[config.mk]
export PLATFORM = sky130hd
export DESIGN_NAME = wildcard_byte_pattern_scanner
export DESIGN_NICKNAME = d
export VERILOG_FILES = /design/src/rtl/wbps_pkg.sv /design/src/rtl/wbps_cfg.sv /design/src/rtl/wbps_match.sv /design/src/rtl/wildcard_byte_pattern_scanner.sv
export SDC_FILE = /design/constraint.sdc
export NUM_CORES = 2
export LEC_CHECK = 0
export BUFFER_PORTS_ARGS = -buffer_cell sky130_fd_sc_hd__buf_2
export CAP_MARGIN = 40
export CORE_UTILIZATION = 40
export CTS_BUF_LIST = sky130_fd_sc_hd__clkbuf_4
export CTS_CLUSTER_DIAMETER = 40
export DETAILED_ROUTE_END_ITERATION = 10
export GPL_TIMING_DRIVEN = 0
export REMOVE_ABC_BUFFERS = 1
export SYNTH_ARGS = -nofsm -noshare
export SYNTH_HDL_FRONTEND = slang
export SYNTH_SLANG_ARGS = --single-unit
[constraint.sdc]
create_clock -name clock -period 16.87 [get_ports clock]
set_input_delay 2.5305 -clock clock [delete_from_list [all_inputs] [get_ports clock]]
set_output_delay 2.5305 -clock clock [all_outputs]
set_load 0.01 [all_outputs]
[src/rtl/wbps_pkg.sv]
`default_nettype none
package wbps_pkg;

   localparam int BYTE_W    = 8;
   localparam int ADDR_W    = 64;
   localparam int CSR_IDX_W = 3;
   localparam int LEN_CFG_W = 6;
   localparam int WORD_BYTES = 8;

   typedef logic [CSR_IDX_W-1:0] csr_idx_type;

   // register map
   localparam csr_idx_type CSR_LEN  = 3'd0;
   localparam csr_idx_type CSR_PAT0 = 3'd1;
   localparam csr_idx_type CSR_PAT1 = 3'd2;
   localparam csr_idx_type CSR_PAT2 = 3'd3;
   localparam csr_idx_type CSR_PAT3 = 3'd4;
   localparam csr_idx_type CSR_MASK = 3'd5;

   typedef struct packed {
      logic              found;
      logic [ADDR_W-1:0] addr;
   } scan_result_type;

endpackage
`default_nettype wire

[src/rtl/wbps_cfg.sv]
`default_nettype none
module wbps_cfg
   import wbps_pkg::*;
#(
   parameter int MAX_PATTERN_BYTES = 32,
   parameter int LEN_W = $clog2(MAX_PATTERN_BYTES + 1)
) (
   input  wire logic                                      clock,
   input  wire logic                                      reset,
   input  wire logic                                      csr_valid,
   input  wire csr_idx_type                               csr_index,
   input  wire logic [ADDR_W-1:0]                         csr_wdata,
   output logic [LEN_W-1:0]                               len,
   output logic [MAX_PATTERN_BYTES-1:0][BYTE_W-1:0]       pat,
   output logic [MAX_PATTERN_BYTES-1:0]                   mask
);

   logic [LEN_W-1:0]                         len_ff, len_in;
   logic [MAX_PATTERN_BYTES-1:0][BYTE_W-1:0] pat_ff, pat_in;
   logic [MAX_PATTERN_BYTES-1:0]             mask_ff, mask_in;
   logic [LEN_CFG_W-1:0]                     len_wr;

   assign len_wr = csr_wdata[LEN_CFG_W-1:0];

   always_comb begin
      len_in  = len_ff;
      pat_in  = pat_ff;
      mask_in = mask_ff;
      if (csr_valid) begin
         unique case (csr_index) inside
            CSR_LEN: begin
               // zero acts as one, oversize saturates
               if (len_wr == '0) begin
                  len_in = LEN_W'(1);
               end else if (len_wr > LEN_CFG_W'(MAX_PATTERN_BYTES)) begin
                  len_in = LEN_W'(MAX_PATTERN_BYTES);
               end else begin
                  len_in = LEN_W'(len_wr);
               end
            end
            CSR_PAT0, CSR_PAT1, CSR_PAT2, CSR_PAT3: begin
               for (int b = 0; b < MAX_PATTERN_BYTES; b++) begin
                  if (csr_index == CSR_IDX_W'(int'(CSR_PAT0) + (b >> 3))) begin
                     pat_in[b] = csr_wdata[BYTE_W*(b & (WORD_BYTES-1)) +: BYTE_W];
                  end
               end
            end
            CSR_MASK: mask_in = csr_wdata[MAX_PATTERN_BYTES-1:0];
            default: ;
         endcase
      end
   end

   always_ff @(posedge clock) begin
      if (reset) begin
         len_ff  <= LEN_W'(1);
         pat_ff  <= '0;
         mask_ff <= '0;
      end else begin
         len_ff  <= len_in;
         pat_ff  <= pat_in;
         mask_ff <= mask_in;
      end
   end

   assign len  = len_ff;
   assign pat  = pat_ff;
   assign mask = mask_ff;

endmodule
`default_nettype wire

[src/rtl/wbps_match.sv]
`default_nettype none
module wbps_match
   import wbps_pkg::*;
#(
   parameter int MAX_PATTERN_BYTES = 32,
   parameter int LEN_W = $clog2(MAX_PATTERN_BYTES + 1)
) (
   input  wire logic                                      clock,
   input  wire logic                                      reset,
   input  wire logic                                      step,
   input  wire logic [BYTE_W-1:0]                         data_byte,
   input  wire logic [ADDR_W-1:0]                         byte_address,
   input  wire logic                                      scan_start,
   input  wire logic                                      scan_last,
   input  wire logic [LEN_W-1:0]                          len,
   input  wire logic [MAX_PATTERN_BYTES-1:0][BYTE_W-1:0]  pat,
   input  wire logic [MAX_PATTERN_BYTES-1:0]              mask,
   output logic                                           res_valid,
   output scan_result_type                                res
);

   localparam int IDX_W = $clog2(MAX_PATTERN_BYTES);

   logic [MAX_PATTERN_BYTES-1:0][BYTE_W-1:0] win_ff, win_in;
   logic [LEN_W-1:0]                         fill_ff, fill_in;
   logic                                     fin_ff, fin_in;

   logic [LEN_W-1:0]             fill_base, fill_new, sel;
   logic                         fin_base, active, hit;
   logic [MAX_PATTERN_BYTES-1:0] byte_ok;

   always_comb begin
      // start of scan drops the fill count and the done flag
      fill_base = scan_start ? '0 : fill_ff;
      fin_base  = scan_start ? 1'b0 : fin_ff;
      active    = step && !fin_base;

      // entry 0 is the newest byte
      win_in   = {win_ff[MAX_PATTERN_BYTES-2:0], data_byte};
      fill_new = (fill_base == LEN_W'(MAX_PATTERN_BYTES)) ? fill_base
                                                           : fill_base + LEN_W'(1);

      // pattern byte i lines up with window entry len-1-i
      for (int i = 0; i < MAX_PATTERN_BYTES; i++) begin
         sel        = len - LEN_W'(1) - LEN_W'(i);
         byte_ok[i] = mask[i] || (LEN_W'(i) >= len) ||
                      (win_in[sel[IDX_W-1:0]] == pat[i]);
      end
      hit = (&byte_ok) && (fill_new >= len);

      res_valid  = active && (hit || scan_last);
      res.found  = hit;
      res.addr   = hit ? byte_address - ADDR_W'(len - LEN_W'(1)) : '0;

      win_in  = active ? win_in : win_ff;
      fill_in = active ? fill_new : (step ? fill_base : fill_ff);
      fin_in  = step ? (fin_base || res_valid) : fin_ff;
   end

   always_ff @(posedge clock) begin
      win_ff <= win_in;
   end

   always_ff @(posedge clock) begin
      if (reset) begin
         fill_ff <= '0;
         fin_ff  <= 1'b0;
      end else begin
         fill_ff <= fill_in;
         fin_ff  <= fin_in;
      end
   end

endmodule
`default_nettype wire

[src/rtl/wildcard_byte_pattern_scanner.sv]
`default_nettype none
// Wildcard byte pattern scanner. Stream one byte per transaction on req_ with
// its address; mark the first byte of a scan with req_scan_start and the final
// byte with req_scan_last. After each byte the newest pattern_length bytes are
// compared in parallel against the programmed pattern, skipping positions whose
// wildcard bit is set. The first match gives one rsp_ transaction with
// rsp_found = 1 and the address of the first matching byte; a scan that ends
// without a match gives rsp_found = 0 and address 0. Later bytes of that scan
// are dropped until the next start. Throughput is one byte per clock: the
// whole window compare is combinational between the input register and the
// response register, so only rsp_ready backpressure slows intake.
// Registers on csr_ (always ready): 0 length (0 acts as 1, clamps to
// MAX_PATTERN_BYTES), 1..4 pattern bytes 0-7, 8-15, 16-23, 24-31 (byte 0 in
// the low bits), 5 wildcard mask. Write them only while no scan byte is in
// flight.
module wildcard_byte_pattern_scanner
   import wbps_pkg::*;
#(
   parameter int MAX_PATTERN_BYTES = 32
) (
   input  wire logic              clock,
   input  wire logic              reset,
   // byte stream
   input  wire logic              req_valid,
   output logic                   req_ready,
   input  wire logic [BYTE_W-1:0] req_data_byte,
   input  wire logic [ADDR_W-1:0] req_byte_address,
   input  wire logic              req_scan_start,
   input  wire logic              req_scan_last,
   // scan result
   output logic                   rsp_valid,
   input  wire logic              rsp_ready,
   output logic                   rsp_found,
   output logic [ADDR_W-1:0]      rsp_match_address,
   // register writes
   input  wire logic              csr_valid,
   output logic                   csr_ready,
   input  wire csr_idx_type       csr_index,
   input  wire logic [ADDR_W-1:0] csr_wdata
);

   localparam int LEN_W = $clog2(MAX_PATTERN_BYTES + 1);

   // config
   logic [LEN_W-1:0]                         len;
   logic [MAX_PATTERN_BYTES-1:0][BYTE_W-1:0] pat;
   logic [MAX_PATTERN_BYTES-1:0]             mask;

   // input register
   logic              in_vld_ff, in_vld_in;
   logic [BYTE_W-1:0] in_data_ff;
   logic [ADDR_W-1:0] in_addr_ff;
   logic              in_start_ff, in_last_ff;

   // response register
   logic              rsp_vld_ff, rsp_vld_in;
   scan_result_type   rsp_ff, rsp_in;

   logic            accept, out_free, step, res_valid;
   scan_result_type res;

   assign csr_ready = 1'b1;

   wbps_cfg #(
      .MAX_PATTERN_BYTES (MAX_PATTERN_BYTES),
      .LEN_W             (LEN_W)
   ) u_cfg (
      .clock     (clock),
      .reset     (reset),
      .csr_valid (csr_valid),
      .csr_index (csr_index),
      .csr_wdata (csr_wdata),
      .len       (len),
      .pat       (pat),
      .mask      (mask)
   );

   // The input stage moves on whenever the response slot is free or being
   // drained this cycle, so intake stalls only while a response waits on
   // rsp_ready.
   assign out_free  = !rsp_vld_ff || rsp_ready;
   assign step      = in_vld_ff && out_free;
   assign req_ready = !in_vld_ff || out_free;
   assign accept    = req_valid && req_ready;

   wbps_match #(
      .MAX_PATTERN_BYTES (MAX_PATTERN_BYTES),
      .LEN_W             (LEN_W)
   ) u_match (
      .clock        (clock),
      .reset        (reset),
      .step         (step),
      .data_byte    (in_data_ff),
      .byte_address (in_addr_ff),
      .scan_start   (in_start_ff),
      .scan_last    (in_last_ff),
      .len          (len),
      .pat          (pat),
      .mask         (mask),
      .res_valid    (res_valid),
      .res          (res)
   );

   always_comb begin
      in_vld_in = accept ? 1'b1 : (step ? 1'b0 : in_vld_ff);
      // res_valid only fires with step, i.e. when the slot is free
      if (res_valid) begin
         rsp_vld_in = 1'b1;
         rsp_in     = res;
      end else begin
         rsp_vld_in = rsp_vld_ff && !rsp_ready;
         rsp_in     = rsp_ff;
      end
   end

   always_ff @(posedge clock) begin
      if (reset) begin
         in_vld_ff  <= 1'b0;
         rsp_vld_ff <= 1'b0;
      end else begin
         in_vld_ff  <= in_vld_in;
         rsp_vld_ff <= rsp_vld_in;
      end
   end

   always_ff @(posedge clock) begin
      if (accept) begin
         in_data_ff  <= req_data_byte;
         in_addr_ff  <= req_byte_address;
         in_start_ff <= req_scan_start;
         in_last_ff  <= req_scan_last;
      end
      rsp_ff <= rsp_in;
   end

   assign rsp_valid         = rsp_vld_ff;
   assign rsp_found         = rsp_ff.found;
   assign rsp_match_address = rsp_ff.addr;

endmodule
`default_nettype wire

* After elaboration in Yosys (flattened, before gate mapping) *
Cells that the tools add are included.

storage, ports and cells
  flip-flop bits (word level) = 690
  output and inout bits = 68
  word-level logic and storage cells = 378

cells by class
  add/subtract/negate cells = 35
  magnitude comparators = 66
  equality and inequality tests = 38
  mux-type cells = 74
  reductions and logical operators = 90

operators by type and width
  operator             number
  $bmux 8 s5           32
  $eq 8x8->1           32
  $mux 8               32
  $lt 5x6->1 const B   32
  $ge 5x6->1 const A   16
  $sub 5x5->5 const B  16
  $logic_or 1x1->1     68
  $sub 64x64->64       1
  $ge 4x6->1 const A   8
  $sub 5x4->5 const B  8
  $mux 6               6
  $reduce_and 32->1    1
  $ge 3x6->1 const A   4
  $sub 5x3->5 const B  4
  $ge 1x6->1 const A   2
  $ge 2x6->1 const A   2
  $reduce_and 3->1     4
  $sub 5x1->5 const B  2
  $sub 5x2->5 const B  2
  $sub 6x1->7 const B  1
  $add 6x1->6 const B  1
  $eq 3x2->1 const B   2
  $eq 3x3->1 const B   2
  $eq 6x6->1 const B   1
  11 further kinds     24

* Depth between registers and ports, before layout *
  depth in word-level cells = 11
  gate-level depth with buffers = 28
  gate-level depth less buffers = 21

* Modules after synthesis *
Synthesis repeated with hierarchy kept, for this count alone.

unflattened totals
  cells, all modules = 4598
  area total of the unflattened synthesis = 47275.3 sq um

by module, submodules not included
  module                         instances  cells each  area an instance (sq um)  seq. area each (sq um)
  wbps_match                     1          3156        32783.9                   7587.3
  wbps_cfg                       1          1291        10203.5                   5885.6
  wildcard_byte_pattern_scanner  1          151         4287.9                    4214.0

* Worst setup path before layout *
No wires, ideal clock.

  kind = input to register
  start point = input rsp_ready
  end point = register rsp_ff (netlist bit rsp_found) (enable)
  setup time = 0.428 ns
  data arrival time = 9.727 ns
  data required time = 16.442 ns
  path slack = 6.716 ns
  cell stages on the path = 5
  path buffers = 0
  cells stage by stage = nand2b_1 -> and2_1 -> o21ai_1 -> inv_1 -> o21a_1

between the ends
  cells in the longest elaborated chain, start to end = 4

ends and longest elaborated chain
  item                    line                                  text
  start: declaration      wildcard_byte_pattern_scanner.sv:32   input wire logic rsp_ready,
  $logic_or 1x1->1        wildcard_byte_pattern_scanner.sv:81   assign out_free = !rsp_vld_ff || rsp_ready;
  $logic_and 1x1->1       wildcard_byte_pattern_scanner.sv:82   assign step = in_vld_ff && out_free;
  $logic_and 1x1->1       wbps_match.sv:36                      active = step && !fin_base;
  net u_match.active      wbps_match.sv:29                      logic fin_base, active, hit;
  $logic_and 1x1->1       wbps_match.sv:51                      res_valid = active && (hit || scan_last);
  net res_valid           wildcard_byte_pattern_scanner.sv:59   logic accept, out_free, step, res_valid;
  end signal: assignment  wildcard_byte_pattern_scanner.sv:133  rsp_ff <= rsp_in;
  end: declaration        wildcard_byte_pattern_scanner.sv:57   scan_result_type rsp_ff, rsp_in;

The timed path passes the listed nets, and every way through them passes these cells.
A chain may end at the register's enable or synchronous reset.

* Worst setup path in the final report *
  start point = register u_cfg.len_ff[0] (netlist: u_cfg.len[0])
  end point = register rsp_ff (netlist bit rsp_match_address[13]) (enable)

between the ends
  cells in the longest elaborated chain, start to end = 10
  elaborated cells between the ends (all ways) = 229

ends and longest elaborated chain
  item                                       line                                 text
  start: declaration                         wbps_cfg.sv:18                       logic [LEN_W-1:0] len_ff, len_in;
  start signal: assignment                   wbps_cfg.sv:60                       len_ff <= len_in;
  $sub 5x1->5                                wbps_match.sv:45                     sel = len - LEN_W'(1) - LEN_W'(i);
  $sub 5x1->5, or another cell as far along  wbps_match.sv:45
  $bmux 8 s5                                 wbps_match.sv:47                     (win_in[sel[IDX_W-1:0]] == pat[i]);
  $mux 8 (not written as such)               wbps_match.sv:47
  $eq 8x8->1                                 wbps_match.sv:47
  $logic_or 1x1->1                           wbps_match.sv:46                     byte_ok[i] = mask[i] || (LEN_W'(i) >= len) ||
  $reduce_and 32->1                          wbps_match.sv:49                     hit = (&byte_ok) && (fill_new >= len);
  $logic_and 1x1->1 *                        wbps_match.sv:49
  net u_match.hit                            wbps_match.sv:29
  $logic_or 1x1->1 *                         wbps_match.sv:51
  $logic_and 1x1->1 *                        wbps_match.sv:51
  net res_valid                              wildcard_byte_pattern_scanner.sv:59

Mark *: on every way through the listed nets, which the timed path passes. The rest lies on a longest branch. The select of a mux whose other input is x is not followed.

==> impl_metrics.ini <==
[place]
dp_cells = 6421
dp_hpwl_mm = 134
pre_cts_slack_ns = 7.35
port_buffers = 212
gp_congestion = 1.00

[floorplan]
die-area_mm2 = 0.120
io_pins = 214
die_h_um = 347
rows = 126
die_x_um = 347
core_mm2 = 0.118
start_util_pct = 40.3

[timing]
tns_ns = 0
rsz0062_at_grt = false
setup_ws_ns = 7.08
slew_headroom_pct = 36.0
drv_slew = 0
tightest_slew_ns = 0.934
hold_viol = 0
fin_crit_sh_pct = 58.0
finalSetupViolCount = 0
max_freq_mhz = 102
hold_ws_ns = 0.454
finClkSkew_ns = 0.0803
period_needed_ns = 9.79

[worst_setup_path]
cpPeakStageDelay_ns = 0.91
start_kind = register
rr_worst_depth = 23
cpMostUsedCell = buf_16
cp_max_fo = 75
endpoint_kind = register
path_delay_family = buffers and inverters
critPathRequiredTime_ns = 17.75
r2r_setup_slack_ns = 7.08
crit_type = register to register
cp_num_buf_inv = 9
worst-path-stages = 23
worstPathArrival_ns = 10.67
path_cells = buf_16, buf_16, inv_6, buf_16, ha_4, buf_16, buf_16, buf_16, mux2i_1, mux2i_1, mux4_2, xnor2_1, a21oi_1, nor4_1, nand4_1, o21ai_0, o311ai_0, nor4_1, nand4_1, a2111o_2, inv_2, o21a_4, buf_12
slowest_stage = ha_4

[clock_tree]
cts_tree = done
cts-resized-gates = 0
clk_latency_ns = 1.24
cts.sinks = 690
root_buffer = clkbuf_4
clock_path_buffers = 3
cts_buffers = 198
cts_setup_buffers = 0
h-tree-depth = 4
clkTransAtPathRegs_ns = 0.06
postCtsHoldBufs = 0

[cells_and_area]
layout.cells.non_filler = 6813
syn_to_final_growth_pct = 13.5
num-fill-cells = 11287
finalCoreUtilization_pct = 45.7
drive_gt1_share_pct = 19.5
nNetsFinal = 5305
multi_input_area_mm2 = 0.0285
regArea_mm2 = 0.0177
final_cell_mix = 901 x nand2_1, 488 x a21oi_1, 416 x mux2i_1
final_common_cell = nand2_1

[power_and_ir_drop]
ir_worst_vdd_v = 0.0000768
power_leakage_nw = 20.8
internal-power_w = 0.00323
p_clk_share_pct = 36.4
switchingPower_w = 0.00158
p_comb_share_pct = 24.2
p_per_area_mw_per_mm2 = 89.1
pwr-share-seq_pct = 39.4
swShare_pct = 32.9

[yosys]
synth_cells = 4883
netlist_area_mm2 = 0.0475
syn-mean-instance-area_um2 = 9.73
yosysTopAreaCell = edfxtp_1
synthFlopType = edfxtp_1
synth_area_leaders = edfxtp_1 24%, dfxtp_1 13%, mux4_2 9.4%
synth-seq-cells = 690
synth_top_area_share_pct = 24.5
async_flop_share_pct = 0
synth_seq_area_share_pct = 37.2
synth_edf_count = 387
yosysWarnings = 0
yosysUniqueCellTypes = 87

[outcome]
status = finished clean

[drt]
finalWirelength_mm = 177
ant_nets = 0
wire_per_inst_um = 26.0
drt_pass1_iterations = 8
drt-initial-drc-count = 4744
dr_total_vias = 40482
vias_per_cell = 5.94
route.detailed.drc = 0

[global_routing]
grt_max_degree = 106
grt.overflow.total = 0
gr-usage-all-layers_pct = 28.7
grt_pass1_wl_mm = 255
grt_pass1_vias = 37721
antenna_found_initial = 21

[min_path]
worstHoldPathCells = 2
hp-class = register to register

[flow_run]
cap_viol_max_count = 0
cell families (layout without fill, tap and decap cells):
family	count (synthesis)	in the layout	share of synthesized area [%]
and+or+nand+nor	1529	1529	14.1
AOI/OAI and AO/OA	942	942	12.0
muxes	746	746	21.3
DFF	690	690	37.2
xor gates and xnor gates	549	549	10.2
buffers and inverters	352	728	3.22
adders and majority gates	74	74	1.94
other	1	19	0.00789
layout make-up:
| cell class | instances | share of cell area (%) |
|---|---|---|
| repair buffers | 310 | 5.15 |
| diodes | 18 | 0.0835 |
| clock inverters | 80 | 1.07 |
| flip-flops and latches | 690 | 32.8 |
| well taps | 1536 | 3.56 |
| inverters | 45 | 0.339 |
| clock buffers | 293 | 4.08 |
| multi-input cells | 3841 | 52.9 |
routing by layer:
layer	track usage [%]	wire length [um]	part of all wire [%]	up-vias
li1	-	-	-	18404
met1	37.2	70800	40	19667
met2	43.4	77700	44	2010
met3	6.70	17200	9.7	393
met4	17.3	11000	6.2	8
met5	0	45	0.025	-
worst reg2reg max path, cell delays in order, from the launching register on:
cell	delay [ns]
dfxtp_4	0.49
buf_16	0.29
buf_16	0.33
inv_6	0.22
buf_16	0.27
ha_4	1.04
buf_16	0.32
buf_16	0.40
buf_16	0.34
mux2i_1	0.42
mux2i_1	0.35
mux4_2	0.57
xnor2_1	0.16
a21oi_1	0.11
nor4_1	0.57
nand4_1	0.18
o21ai_0	0.64
o311ai_0	0.26
nor4_1	0.57
nand4_1	0.18
a2111o_2	0.80
inv_2	0.25
o21a_4	0.44
buf_12	0.28
final timing paths:
| kind | startpoint | to |
|---|---|---|
| min reg2reg | u_cfg.mask[4] | u_cfg.mask[4] |
| max reg2reg | u_cfg.len[0] | rsp_match_address[13] |
| max | u_cfg.len[0] | rsp_match_address[13] |
| min | u_cfg.mask[4] | u_cfg.mask[4] |
synth_stat cells, types with 73 or more instances:
master and number:
a21oi_1 488, buf_2 96, clkbuf_1 162, dfxtp_1 303, edfxtp_1 387, ha_1 73, mux2_2 131, mux2i_1 416
mux4_2 199, nand2_1 906, nor2_1 221, o21ai_0 127, xnor2_1 309, xor2_1 236
stage by stage:
stage / power (W) / instance area, um^2
floorplan: 0.00270 / 46200
global placement: 0.00309 / 49100
detailed placement: 0.00306 / 51100
CTS: 0.00482 / 53900
global route: 0.00500 / 53900
finish: 0.00481 / 53900
state kept, by name, summed over array words and instances, names as in the netlist, 6 cells and up:
register           flops
in_addr_ff            64
rsp_match_address     64
u_match.win_ff       248
u_cfg.len              6
in_data_ff             8
u_match.fill_ff        6
u_cfg.mask            32
u_cfg.pat            256
power groups by stage:
stage | logic, W | registers [W] | clock network, W
after CTS | 0.00114 | 0.00189 | 0.00179
after floorplan | 0.000775 | 0.00193 | 0
after global placement | 0.00114 | 0.00195 | 0
final | 0.00116 | 0.00189 | 0.00175
after global routing | 0.00122 | 0.00190 | 0.00188
after detailed placement | 0.00113 | 0.00193 | 0
Note: power is estimated with default switching activity, not from simulation.
